<file path="src/rtl/dtw_pkg.sv">
// shared types and constants for the der tlv structure walker
// used by dtw_ctrl, dtw_datapath and der_tlv_structure_walker_top; no dependencies

package dtw_pkg;

    // stack geometry and length form limits
    localparam int MAX_DEPTH           = 16;
    localparam int LENGTH_OCTETS_LIMIT = 4;
    localparam int DEPTH_W             = $clog2(MAX_DEPTH + 1);
    localparam int IDX_W               = (MAX_DEPTH > 1) ? $clog2(MAX_DEPTH) : 1;

    // field widths
    localparam int LEN_W  = 31;
    localparam int TAG_W  = 5;
    localparam int CLS_W  = 2;
    localparam int CNT_W  = 5;
    localparam int LOCT_W = 3;
    localparam int ACC_W  = 24;

    // configuration port
    localparam int PADDR_W = 3;
    localparam int PDATA_W = 32;
    localparam logic [PADDR_W-3:0] REG_MAX_LEN_OCT  = '0;
    localparam logic [LOCT_W-1:0]  MAX_LEN_OCT_RST  = LOCT_W'(4);
    localparam logic [LOCT_W-1:0]  LEN_OCT_LIMIT    = LOCT_W'(LENGTH_OCTETS_LIMIT);

    // identifier octet bit positions
    localparam int ID_CONS_BIT = 5;
    localparam int ID_CLS_LSB  = 6;

    // length octet layout
    localparam int LEN_LONG_BIT = 7;

    typedef enum logic [2:0] {
        EV_HEADER   = 3'd0,
        EV_HDR_DONE = 3'd1,
        EV_CONTENT  = 3'd2,
        EV_ERROR    = 3'd3,
        EV_IGNORED  = 3'd4
    } t_event;

    typedef enum logic [2:0] {
        ERR_NONE       = 3'd0,
        ERR_FIRST_PRIM = 3'd1,
        ERR_LEN_OCTETS = 3'd2,
        ERR_NEG_LEN    = 3'd3,
        ERR_OVERRUN    = 3'd4,
        ERR_OVERFLOW   = 3'd5
    } t_err;

    typedef enum logic [6:0] {
        PH_IDLE    = 7'b0000001,
        PH_ID      = 7'b0000010,
        PH_LENF    = 7'b0000100,
        PH_LENM    = 7'b0001000,
        PH_CONTENT = 7'b0010000,
        PH_DONE    = 7'b0100000,
        PH_ERR     = 7'b1000000
    } t_phase;

    // controller to datapath
    typedef struct packed {
        logic accept;
        logic pop_step;
        logic finish;
    } t_dp_cmd;

    // datapath to controller
    typedef struct packed {
        logic pop_req;
        logic top_zero;
    } t_dp_status;

endpackage

</file>
<file path="src/rtl/dtw_ctrl.sv">
// controller for the der tlv walker: input/output handshake and level pop sequencing
// depends on dtw_pkg

module dtw_ctrl (
    input  logic                i_clk,
    input  logic                i_rst_n,
    input  logic                i_in_valid,
    output logic                o_in_stall,
    output logic                o_out_valid,
    input  logic                i_out_stall,
    input  dtw_pkg::t_dp_status i_status,
    output dtw_pkg::t_dp_cmd    o_cmd
);

    typedef enum logic [1:0] {
        S_ACCEPT = 2'b01,
        S_POP    = 2'b10
    } t_state;

    t_state r_state, n_state;
    logic   r_out_valid, n_out_valid;
    logic   accept;
    logic   slot_free;

    // a new byte needs an empty or draining result slot
    assign slot_free  = !r_out_valid || !i_out_stall;
    assign o_in_stall = !((r_state == S_ACCEPT) && slot_free);
    assign accept     = i_in_valid && !o_in_stall;

    // next state, commands and result valid
    always_comb begin
        n_state        = r_state;
        n_out_valid    = r_out_valid && i_out_stall;
        o_cmd.accept   = 1'b0;
        o_cmd.pop_step = 1'b0;
        o_cmd.finish   = 1'b0;
        unique case (r_state)
            S_ACCEPT: begin
                o_cmd.accept = accept;
                if (accept) begin
                    if (i_status.pop_req) begin
                        n_state = S_POP;
                    end else begin
                        n_out_valid = 1'b1;
                    end
                end
            end
            S_POP: begin
                if (i_status.top_zero) begin
                    o_cmd.pop_step = 1'b1;
                end else begin
                    o_cmd.finish = 1'b1;
                    n_out_valid  = 1'b1;
                    n_state      = S_ACCEPT;
                end
            end
            default: begin
                n_state = S_ACCEPT;
            end
        endcase
    end

    always_ff @(posedge i_clk) begin
        if (!i_rst_n) begin
            r_state     <= S_ACCEPT;
            r_out_valid <= 1'b0;
        end else begin
            r_state     <= n_state;
            r_out_valid <= n_out_valid;
        end
    end

    assign o_out_valid = r_out_valid;

endmodule

</file>
<file path="src/rtl/dtw_datapath.sv">
// datapath for the der tlv walker: header decode, length checks, level stack, result register
// depends on dtw_pkg; driven by dtw_ctrl commands

module dtw_datapath (
    input  logic                              i_clk,
    input  logic                              i_rst_n,
    input  dtw_pkg::t_dp_cmd                  i_cmd,
    output dtw_pkg::t_dp_status               o_status,
    input  logic [7:0]                        i_data_byte,
    input  logic                              i_start_req,
    input  logic [dtw_pkg::LOCT_W-1:0]        i_len_limit,
    output logic [2:0]                        o_event_res,
    output logic [dtw_pkg::TAG_W-1:0]         o_tag,
    output logic [dtw_pkg::CLS_W-1:0]         o_tag_class,
    output logic                              o_constructed,
    output logic [dtw_pkg::LEN_W-1:0]         o_content_length,
    output logic [dtw_pkg::CNT_W-1:0]         o_depth,
    output logic [dtw_pkg::CNT_W-1:0]         o_levels_closed,
    output logic                              o_finished,
    output logic [2:0]                        o_error_code
);

    localparam int DEPTH_W = dtw_pkg::DEPTH_W;
    localparam int IDX_W   = dtw_pkg::IDX_W;
    localparam int LEN_W   = dtw_pkg::LEN_W;
    localparam int CNT_W   = dtw_pkg::CNT_W;
    localparam int TAG_W   = dtw_pkg::TAG_W;
    localparam int CLS_W   = dtw_pkg::CLS_W;
    localparam int LOCT_W  = dtw_pkg::LOCT_W;
    localparam int ACC_W   = dtw_pkg::ACC_W;
    localparam logic [DEPTH_W-1:0] DEPTH_FULL = DEPTH_W'(dtw_pkg::MAX_DEPTH);

    // walker state
    dtw_pkg::t_phase     r_phase, n_phase;
    logic [7:0]          r_id, n_id;
    logic [ACC_W-1:0]    r_lacc, n_lacc;
    logic [LOCT_W-1:0]   r_lol, n_lol;
    logic [LEN_W-1:0]    r_cl, n_cl;
    logic [2:0]          r_hb, n_hb;
    logic [DEPTH_W-1:0]  r_open, n_open;
    dtw_pkg::t_err       r_err, n_err;
    logic [LEN_W-1:0]    r_top_rem, n_top_rem;
    logic [LEN_W-1:0]    r_top_tot, n_top_tot;

    // levels below the top of stack
    logic [LEN_W-1:0]    r_stk_rem [dtw_pkg::MAX_DEPTH];
    logic [LEN_W-1:0]    r_stk_tot [dtw_pkg::MAX_DEPTH];

    // result register
    dtw_pkg::t_event     r_ev, n_ev;
    logic [TAG_W-1:0]    r_tag, n_tag;
    logic [CLS_W-1:0]    r_cls, n_cls;
    logic                r_cons, n_cons;
    logic [LEN_W-1:0]    r_clen, n_clen;
    logic [CNT_W-1:0]    r_depth, n_depth;
    logic [CNT_W-1:0]    r_closed, n_closed;
    logic                r_fin, n_fin;
    dtw_pkg::t_err       r_ecode, n_ecode;

    // working signals
    logic [DEPTH_W-1:0]  open_m1, open_m2;
    logic [IDX_W-1:0]    idx_wr, idx_rd;
    logic [LEN_W-1:0]    rd_rem, rd_tot;
    logic                mem_we;
    logic [LEN_W-1:0]    mem_wrem;
    logic                fh;
    logic [LEN_W-1:0]    fh_len;
    logic [31:0]         need;
    logic [31:0]         acc;
    logic                raise;
    dtw_pkg::t_err       raise_code;
    logic                show_id;
    logic                pop_req;
    logic [LOCT_W-1:0]   lol_dec;
    logic [LEN_W-1:0]    cl_dec;

    // stack addressing: push below the top, pop from just below the top
    assign open_m1 = r_open - DEPTH_W'(1);
    assign open_m2 = r_open - DEPTH_W'(2);
    assign idx_wr  = open_m1[IDX_W-1:0];
    assign idx_rd  = open_m2[IDX_W-1:0];
    assign rd_rem  = r_stk_rem[idx_rd];
    assign rd_tot  = r_stk_tot[idx_rd];

    assign acc     = {r_lacc, i_data_byte};
    assign lol_dec = r_lol - LOCT_W'(1);
    assign cl_dec  = r_cl - LEN_W'(1);

    // byte decode, header completion and pop steps
    always_comb begin
        n_phase    = r_phase;
        n_id       = r_id;
        n_lacc     = r_lacc;
        n_lol      = r_lol;
        n_cl       = r_cl;
        n_hb       = r_hb;
        n_open     = r_open;
        n_err      = r_err;
        n_top_rem  = r_top_rem;
        n_top_tot  = r_top_tot;
        n_ev       = r_ev;
        n_tag      = r_tag;
        n_cls      = r_cls;
        n_cons     = r_cons;
        n_clen     = r_clen;
        n_depth    = r_depth;
        n_closed   = r_closed;
        n_fin      = r_fin;
        n_ecode    = r_ecode;
        mem_we     = 1'b0;
        mem_wrem   = '0;
        fh         = 1'b0;
        fh_len     = '0;
        need       = '0;
        raise      = 1'b0;
        raise_code = dtw_pkg::ERR_NONE;
        show_id    = 1'b1;
        pop_req    = 1'b0;

        if (i_cmd.accept) begin
            n_ev     = dtw_pkg::EV_HEADER;
            n_clen   = '0;
            n_closed = '0;
            n_fin    = 1'b0;
            n_ecode  = dtw_pkg::ERR_NONE;

            if (i_start_req) begin
                // restart on a new outermost identifier
                n_lacc = '0;
                n_lol  = '0;
                n_cl   = '0;
                n_open = '0;
                n_err  = dtw_pkg::ERR_NONE;
                n_id   = i_data_byte;
                n_hb   = 3'd1;
                if (!i_data_byte[dtw_pkg::ID_CONS_BIT]) begin
                    raise      = 1'b1;
                    raise_code = dtw_pkg::ERR_FIRST_PRIM;
                end else begin
                    n_phase = dtw_pkg::PH_LENF;
                end
            end else begin
                unique case (r_phase)
                    dtw_pkg::PH_ID: begin
                        n_id    = i_data_byte;
                        n_hb    = 3'd1;
                        n_phase = dtw_pkg::PH_LENF;
                    end
                    dtw_pkg::PH_LENF: begin
                        n_hb = r_hb + 3'd1;
                        if (!i_data_byte[dtw_pkg::LEN_LONG_BIT]) begin
                            fh     = 1'b1;
                            fh_len = LEN_W'(i_data_byte);
                        end else if (i_data_byte[6:0] == 7'd0) begin
                            // indefinite form reads as length zero
                            fh     = 1'b1;
                            fh_len = '0;
                        end else if (i_data_byte[6:0] > 7'(i_len_limit)) begin
                            raise      = 1'b1;
                            raise_code = dtw_pkg::ERR_LEN_OCTETS;
                        end else begin
                            n_lol   = i_data_byte[LOCT_W-1:0];
                            n_lacc  = '0;
                            n_phase = dtw_pkg::PH_LENM;
                        end
                    end
                    dtw_pkg::PH_LENM: begin
                        n_hb   = r_hb + 3'd1;
                        n_lacc = acc[ACC_W-1:0];
                        n_lol  = lol_dec;
                        if (lol_dec == '0) begin
                            if (acc[31]) begin
                                raise      = 1'b1;
                                raise_code = dtw_pkg::ERR_NEG_LEN;
                            end else begin
                                fh     = 1'b1;
                                fh_len = acc[LEN_W-1:0];
                            end
                        end
                    end
                    dtw_pkg::PH_CONTENT: begin
                        n_ev = dtw_pkg::EV_CONTENT;
                        n_cl = cl_dec;
                        if (cl_dec == '0) begin
                            pop_req = 1'b1;
                        end
                    end
                    default: begin
                        // idle, finished or halted
                        n_ev    = dtw_pkg::EV_IGNORED;
                        show_id = 1'b0;
                        n_fin   = (r_phase == dtw_pkg::PH_DONE);
                        n_ecode = (r_phase == dtw_pkg::PH_ERR) ? r_err : dtw_pkg::ERR_NONE;
                    end
                endcase
            end

            // header complete: check against parent and update the stack
            if (fh) begin
                n_ev   = dtw_pkg::EV_HDR_DONE;
                n_clen = fh_len;
                need   = 32'(fh_len) + 32'(n_hb);
                if (r_open == '0) begin
                    n_top_rem = fh_len;
                    n_top_tot = fh_len;
                    n_open    = DEPTH_W'(1);
                    pop_req   = 1'b1;
                end else if (need > 32'(r_top_rem)) begin
                    raise      = 1'b1;
                    raise_code = dtw_pkg::ERR_OVERRUN;
                end else if (r_id[dtw_pkg::ID_CONS_BIT]) begin
                    if (r_open >= DEPTH_FULL) begin
                        raise      = 1'b1;
                        raise_code = dtw_pkg::ERR_OVERFLOW;
                    end else begin
                        mem_we    = 1'b1;
                        mem_wrem  = r_top_rem - LEN_W'(n_hb);
                        n_top_rem = fh_len;
                        n_top_tot = fh_len;
                        n_open    = r_open + DEPTH_W'(1);
                        pop_req   = 1'b1;
                    end
                end else begin
                    n_top_rem = r_top_rem - need[LEN_W-1:0];
                    n_cl      = fh_len;
                    if (fh_len == '0) begin
                        pop_req = 1'b1;
                    end else begin
                        n_phase = dtw_pkg::PH_CONTENT;
                    end
                end
            end

            // halt on error
            if (raise) begin
                n_phase = dtw_pkg::PH_ERR;
                n_err   = raise_code;
                n_ev    = dtw_pkg::EV_ERROR;
                n_ecode = raise_code;
            end

            n_tag   = show_id ? n_id[TAG_W-1:0] : '0;
            n_cls   = show_id ? n_id[dtw_pkg::ID_CLS_LSB +: CLS_W] : '0;
            n_cons  = show_id ? n_id[dtw_pkg::ID_CONS_BIT] : 1'b0;
            n_depth = CNT_W'(n_open);
        end else if (i_cmd.pop_step) begin
            // close the top level and charge its total to the parent
            n_open   = open_m1;
            n_closed = r_closed + CNT_W'(1);
            if (open_m1 != '0) begin
                n_top_rem = (rd_rem >= r_top_tot) ? (rd_rem - r_top_tot) : '0;
                n_top_tot = rd_tot;
            end
        end else if (i_cmd.finish) begin
            n_phase = (r_open == '0) ? dtw_pkg::PH_DONE : dtw_pkg::PH_ID;
            n_fin   = (r_open == '0);
            n_depth = CNT_W'(r_open);
        end
    end

    assign o_status.pop_req  = pop_req;
    assign o_status.top_zero = (r_open != '0) && (r_top_rem == '0);

    // walker state registers
    always_ff @(posedge i_clk) begin
        if (!i_rst_n) begin
            r_phase   <= dtw_pkg::PH_IDLE;
            r_id      <= '0;
            r_lacc    <= '0;
            r_lol     <= '0;
            r_cl      <= '0;
            r_hb      <= '0;
            r_open    <= '0;
            r_err     <= dtw_pkg::ERR_NONE;
            r_top_rem <= '0;
            r_top_tot <= '0;
        end else begin
            r_phase   <= n_phase;
            r_id      <= n_id;
            r_lacc    <= n_lacc;
            r_lol     <= n_lol;
            r_cl      <= n_cl;
            r_hb      <= n_hb;
            r_open    <= n_open;
            r_err     <= n_err;
            r_top_rem <= n_top_rem;
            r_top_tot <= n_top_tot;
        end
    end

    // level stack write on push
    always_ff @(posedge i_clk) begin
        if (mem_we) begin
            r_stk_rem[idx_wr] <= mem_wrem;
            r_stk_tot[idx_wr] <= r_top_tot;
        end
    end

    // result payload
    always_ff @(posedge i_clk) begin
        r_ev     <= n_ev;
        r_tag    <= n_tag;
        r_cls    <= n_cls;
        r_cons   <= n_cons;
        r_clen   <= n_clen;
        r_depth  <= n_depth;
        r_closed <= n_closed;
        r_fin    <= n_fin;
        r_ecode  <= n_ecode;
    end

    assign o_event_res      = r_ev;
    assign o_tag            = r_tag;
    assign o_tag_class      = r_cls;
    assign o_constructed    = r_cons;
    assign o_content_length = r_clen;
    assign o_depth          = r_depth;
    assign o_levels_closed  = r_closed;
    assign o_finished       = r_fin;
    assign o_error_code     = r_ecode;

endmodule

</file>
<file path="src/rtl/der_tlv_structure_walker_top.sv">
// an octet that completes an outermost, constructed or empty header or ends primitive content
//   and closes k levels runs the level pop sequencer (one pop per cycle) before its result is valid
// throughput: one byte per cycle; input is held while pops run or the result slot is stalled
// reset: synchronous active low; walker idle, no open levels, length octet limit of 4,
//   stack entries are not cleared
// top level: apb configuration register, controller and datapath; depends on dtw_pkg

module der_tlv_structure_walker_top (
    input  logic                            i_clk,
    input  logic                            i_rst_n,
    // byte channel
    input  logic                            i_in_valid,
    output logic                            o_in_stall,
    input  logic [7:0]                      i_data_byte,
    input  logic                            i_start_req,
    // event channel
    output logic                            o_out_valid,
    input  logic                            i_out_stall,
    output logic [2:0]                      o_event_res,
    output logic [dtw_pkg::TAG_W-1:0]       o_tag,
    output logic [dtw_pkg::CLS_W-1:0]       o_tag_class,
    output logic                            o_constructed,
    output logic [dtw_pkg::LEN_W-1:0]       o_content_length,
    output logic [dtw_pkg::CNT_W-1:0]       o_depth,
    output logic [dtw_pkg::CNT_W-1:0]       o_levels_closed,
    output logic                            o_finished,
    output logic [2:0]                      o_error_code,
    // configuration port
    input  logic                            psel,
    input  logic                            penable,
    input  logic                            pwrite,
    input  logic [dtw_pkg::PADDR_W-1:0]     paddr,
    input  logic [dtw_pkg::PDATA_W-1:0]     pwdata,
    output logic [dtw_pkg::PDATA_W-1:0]     prdata,
    output logic                            pready
);

    localparam int LOCT_W  = dtw_pkg::LOCT_W;
    localparam int PADDR_W = dtw_pkg::PADDR_W;
    localparam int PDATA_W = dtw_pkg::PDATA_W;

    logic [LOCT_W-1:0]    r_max_len_oct;
    logic                 reg_sel;
    logic [LOCT_W-1:0]    len_limit;
    dtw_pkg::t_dp_cmd     cmd;
    dtw_pkg::t_dp_status  status;

    // configuration register
    assign pready  = 1'b1;
    assign reg_sel = (paddr[PADDR_W-1:2] == dtw_pkg::REG_MAX_LEN_OCT);
    assign prdata  = reg_sel ? PDATA_W'(r_max_len_oct) : '0;

    always_ff @(posedge i_clk) begin
        if (!i_rst_n) begin
            r_max_len_oct <= dtw_pkg::MAX_LEN_OCT_RST;
        end else if (psel && penable && pwrite && pready && reg_sel) begin
            r_max_len_oct <= pwdata[LOCT_W-1:0];
        end
    end

    // limit in force is the smaller of the register and the design limit
    assign len_limit = (r_max_len_oct < dtw_pkg::LEN_OCT_LIMIT) ? r_max_len_oct
                                                                : dtw_pkg::LEN_OCT_LIMIT;

    dtw_ctrl u_ctrl (
        .i_clk       (i_clk),
        .i_rst_n     (i_rst_n),
        .i_in_valid  (i_in_valid),
        .o_in_stall  (o_in_stall),
        .o_out_valid (o_out_valid),
        .i_out_stall (i_out_stall),
        .i_status    (status),
        .o_cmd       (cmd)
    );

    dtw_datapath u_datapath (
        .i_clk            (i_clk),
        .i_rst_n          (i_rst_n),
        .i_cmd            (cmd),
        .o_status         (status),
        .i_data_byte      (i_data_byte),
        .i_start_req      (i_start_req),
        .i_len_limit      (len_limit),
        .o_event_res      (o_event_res),
        .o_tag            (o_tag),
        .o_tag_class      (o_tag_class),
        .o_constructed    (o_constructed),
        .o_content_length (o_content_length),
        .o_depth          (o_depth),
        .o_levels_closed  (o_levels_closed),
        .o_finished       (o_finished),
        .o_error_code     (o_error_code)
    );

endmodule
</file>
<file path="config.mk">
export PLATFORM = sky130hd
export DESIGN_NAME = der_tlv_structure_walker_top
export DESIGN_NICKNAME = d
export VERILOG_FILES = /design/src/rtl/dtw_pkg.sv /design/src/rtl/dtw_ctrl.sv /design/src/rtl/dtw_datapath.sv /design/src/rtl/der_tlv_structure_walker_top.sv
export SDC_FILE = /design/constraint.sdc
export NUM_CORES = 2
export LEC_CHECK = 0
export ABC_AREA = 0
export BUFFER_PORTS_ARGS = -buffer_cell sky130_fd_sc_hd__buf_2
export CAP_MARGIN = 10
export CORE_MARGIN = 2
export CORE_UTILIZATION = 36
export DETAILED_ROUTE_END_ITERATION = 6
export PLACE_DENSITY = 0.54
export SKIP_LAST_GASP = 1
export SLEW_MARGIN = 0
export SYNTH_ARGS = -nofsm -noshare
export SYNTH_HDL_FRONTEND = slang
export SYNTH_SLANG_ARGS = --single-unit
</file>
<file path="constraint.sdc">
create_clock -name i_clk -period 15 [get_ports i_clk]
set_clock_uncertainty 0.2 [all_clocks]
set_input_delay 1.5 -clock i_clk [delete_from_list [all_inputs] [get_ports i_clk]]
set_output_delay 1.5 -clock i_clk [all_outputs]
set_load 0.02 [all_outputs]
</file>
==> impl_results.md <==
* Core Area at 148000 um^2
* Vias per cell at 5.565
* Iteration-0 DRC Markers at 3118
* All-layer global routing usage at 0.1919
* Clock Power Share at 0.434
* Fill cells at 13.42k
* I/O pins at 142
* Vias in the first global route at 31.29k
* Hold_sp: u_datapath.r_phase[0]
* CP startpoint kind: primary input
* Drt first pass iters at 6
* Crit path largest cell delay at 1.13 ns
* Area grow syn2layout at 12.53%
* Layout cells sized above 1 at 0.1864
* Power Internal at 5.507 mW
* Worst-Skew Late Latency at 0.79 ns
* Number of placement rows at 141
* Ys async rst share at 0
* Maxcap violations at 0
* Pwr Density at 117.2 nW/um^2
* Detail Route Antenna Nets at 0
* Leak Pwr at 20.65 nW
* Hold_ws at 0.2583 ns
* Minimum clock period at 10.95 ns
* Mapped Cells at 3550
* Hold Buf Count CTS at 0
* Ant. Diodes at 0
* Switching power at 1.583 mW
* CTS buffer count at 120
* Most frequent cells in the layout: edfxtp_1 (1043), mux4_2 (310), nand2_1 (275), inv_1 (174), dfxtp_1 (155)
* Worst slew pin tran at 1.251 ns
* Register area at 34470 um^2
* Status: complete, no violations
* Post-synth EDFFs at 1043
* Combinational cell fraction of total power at 0.057
* Main synth FF type: edfxtp_1
* Placed Instances at 5431
* Post-Layout Cell Count at 5659
* CP Data Arrival Time at 11.13 ns
* Yosys top cell by area: edfxtp_1
* Multi-input logic area at 17950 um^2
* Mapped cell area at 53780 um^2
* First-pass GRT wire length at 215.9 mm
* Hpwl dp at 88.88 mm
* Path depth of the worst reg2reg path at 26
* Endpoints failing setup at 0
* FMAX at 0.09129 GHz
* RR Endpoint: u_datapath.r_stk_tot[9][2]
* Routability cong. at 0.8995
* Crit share post-route at 0.7303
* RSZ-0062 raised after global routing: no
* Slowest-stage cell, CP: nor2_4
* Sum Neg Setup Slack at 0 ns
* Initial core utilization at 0.3633
* Buf/Inv on CP at 4
* Pin count of the biggest net entering global routing at 79
* Reg-to-reg startpoint: u_datapath.r_phase[4]
* Die height at 390.5 um
* DIE WIDTH at 390.5 um
* Worst Path Max Fanout at 41
* Worst Setup End Kind: register
* CTS resizes at 0
* Max-slew violations at 0
* DRC viols at 0
* Most common cell after layout, fill and taps aside: edfxtp_1
* R2R setup slack at 4.11 ns
* DR vias at 31.49k
* Power share of the sequential group at 0.508
* Initial antenna violation count at 2
* Synth top area share at 0.5824
* Final Util at 0.4088
* Endpoints failing hold at 0
* Total wire length at 147.0 mm
* Routed WL per cell at 25.98 um
* Yosys warns at 0
* WHS Path Cells at 2
* H-tree depth at 3
* Clock root buffer: clkbuf_16
* FF+latch count, synth at 1200
* Global route overflow at 0
* CP delay by family, top: simple AND/OR/NAND/NOR gates
* Die area at 152500 um^2
* CTS tree: built
* Sequential fraction of the synthesis area at 0.6409
* Max_slew headroom at 0.1640
* Port bufs at 80
* Crit path kind: primary input to register
* Worst vdd ir at 0.09489 mV
* Mapped Avg Cell Area at 15.15 um^2
* Synth area leaders: edfxtp_1 (58%), mux4_2 (13%), dfxtp_1 (5.8%), ha_1 (2.7%), nand2_1 (1.9%)
* Net Sw Frac at 0.2233
* Clock-pin slew on the worst setup and hold paths at 0.07 ns
* Post-CTS Setup Inserts at 0
* Yosys cell types at 84
* Final net count at 3797
* Hold-critical path endpoint: u_datapath.r_phase[0]
* HP Class: register to register
* CTS max path bufs at 3
* Worst Path Required at 15.18 ns
* CTS Sinks at 1200
==> power groups by stage <==
stage	Combinational, mW	Sequential, mW	Clock (mW)
CTS	0.407	3.60	3.15
global route	0.442	3.60	3.27
global placement	0.406	3.68	0
finish	0.408	3.60	3.08
detailed placement	0.406	3.68	0
floorplan	0.273	3.68	0
==> layout make-up <==
class | instances | area share
clock buffers | 161 | 0.05399
clock inverters | 66 | 0.01272
inverters | 175 | 0.01090
multi-input cells | 1975 | 0.2966
flip-flops and latches | 1200 | 0.5696
well taps | 1930 | 0.03991
repair buffers | 152 | 0.01621
==> sequential cells by signal, indices dropped and copies added, names as in the netlist, 7 cells and up <==
signal,cells
u_datapath.r_phase,7
u_datapath.o_content_length,31
u_datapath.r_id,8
u_datapath.r_top_tot,31
u_datapath.r_stk_tot,496
u_datapath.r_top_rem,31
u_datapath.r_cl,31
u_datapath.r_stk_rem,496
u_datapath.r_lacc,24
==> cell families after synthesis <==
group / after synthesis / synth area share
AO/OA/AOI/OAI: 588 / 0.07555
XOR/XNOR: 135 / 0.02199
adder cells (fa/ha/maj): 122 / 0.02894
buffers and inverters: 403 / 0.03085
flip-flops: 1200 / 0.6409
multiplexers: 319 / 0.1315
other: 2 / 0.0001397
AND/OR/NAND/NOR: 781 / 0.07013
==> worst min-delay path: stages, from the launching register on <==
cell,delay (ns)
dfxtp_1,0.32
nand2_1,0.06
nand2_1,0.04
==> layer usage <==
| metal | routed length [um] | global-route usage |
|---|---|---|
| met5 | 13 | 0 |
| met4 | 3924 | 0.05946 |
| met3 | 8343 | 0.02590 |
| met2 | 69900 | 0.3111 |
| met1 | 64830 | 0.2683 |
==> stage by stage <==
step	area, um^2	power [mW]	setup slack [ns]
floorplan	53880	3.953	5.042
detailed placement	56470	4.081	3.438
global route	60510	7.315	3.489
finish	60510	7.091	4.046
global placement	56470	4.081	3.575
CTS	60510	7.157	4.207
==> worst max-delay path by stage <==
| stage | start | endpoint | slack (ns) | cells after the start |
|---|---|---|---|---|
| after global routing | u_datapath.r_phase[6] | u_datapath.r_stk_tot[9][2] | 3.49 | 26 |
| after global placement | i_start_req | u_datapath.r_stk_tot[9][2] | 3.57 | 27 |
| final | i_start_req | u_datapath.r_stk_tot[9][2] | 4.05 | 27 |
| after detailed placement | i_start_req | u_datapath.r_stk_tot[9][2] | 3.44 | 27 |
| after CTS | u_datapath.r_phase[4] | u_datapath.r_stk_tot[9][4] | 4.21 | 26 |
| after floorplan | i_start_req | u_datapath.r_stk_rem[0][0] | 5.04 | 25 |
==> Yosys cell counts, types with 16 or more instances <==
cell type and count:
dfxtp_1 157, a21o_1 36, xnor2_1 85, a31oi_1 23, o211ai_1 36, nand4_1 31
xor2_1 50, buf_4 31, nor2_1 158, o211a_1 52, a21boi_0 45, nor3_1 51
nand2_1 275, o21ai_0 117, a21oi_1 114, nor4_1 28, buf_1 22, nor2b_1 23
ha_1 118, nand3_1 82, clkbuf_1 161, edfxtp_1 1043, and3_1 31, a22oi_1 18
inv_1 174, mux4_2 310, nand2b_1 16
Note: power is estimated with default switching activity, not from simulation.
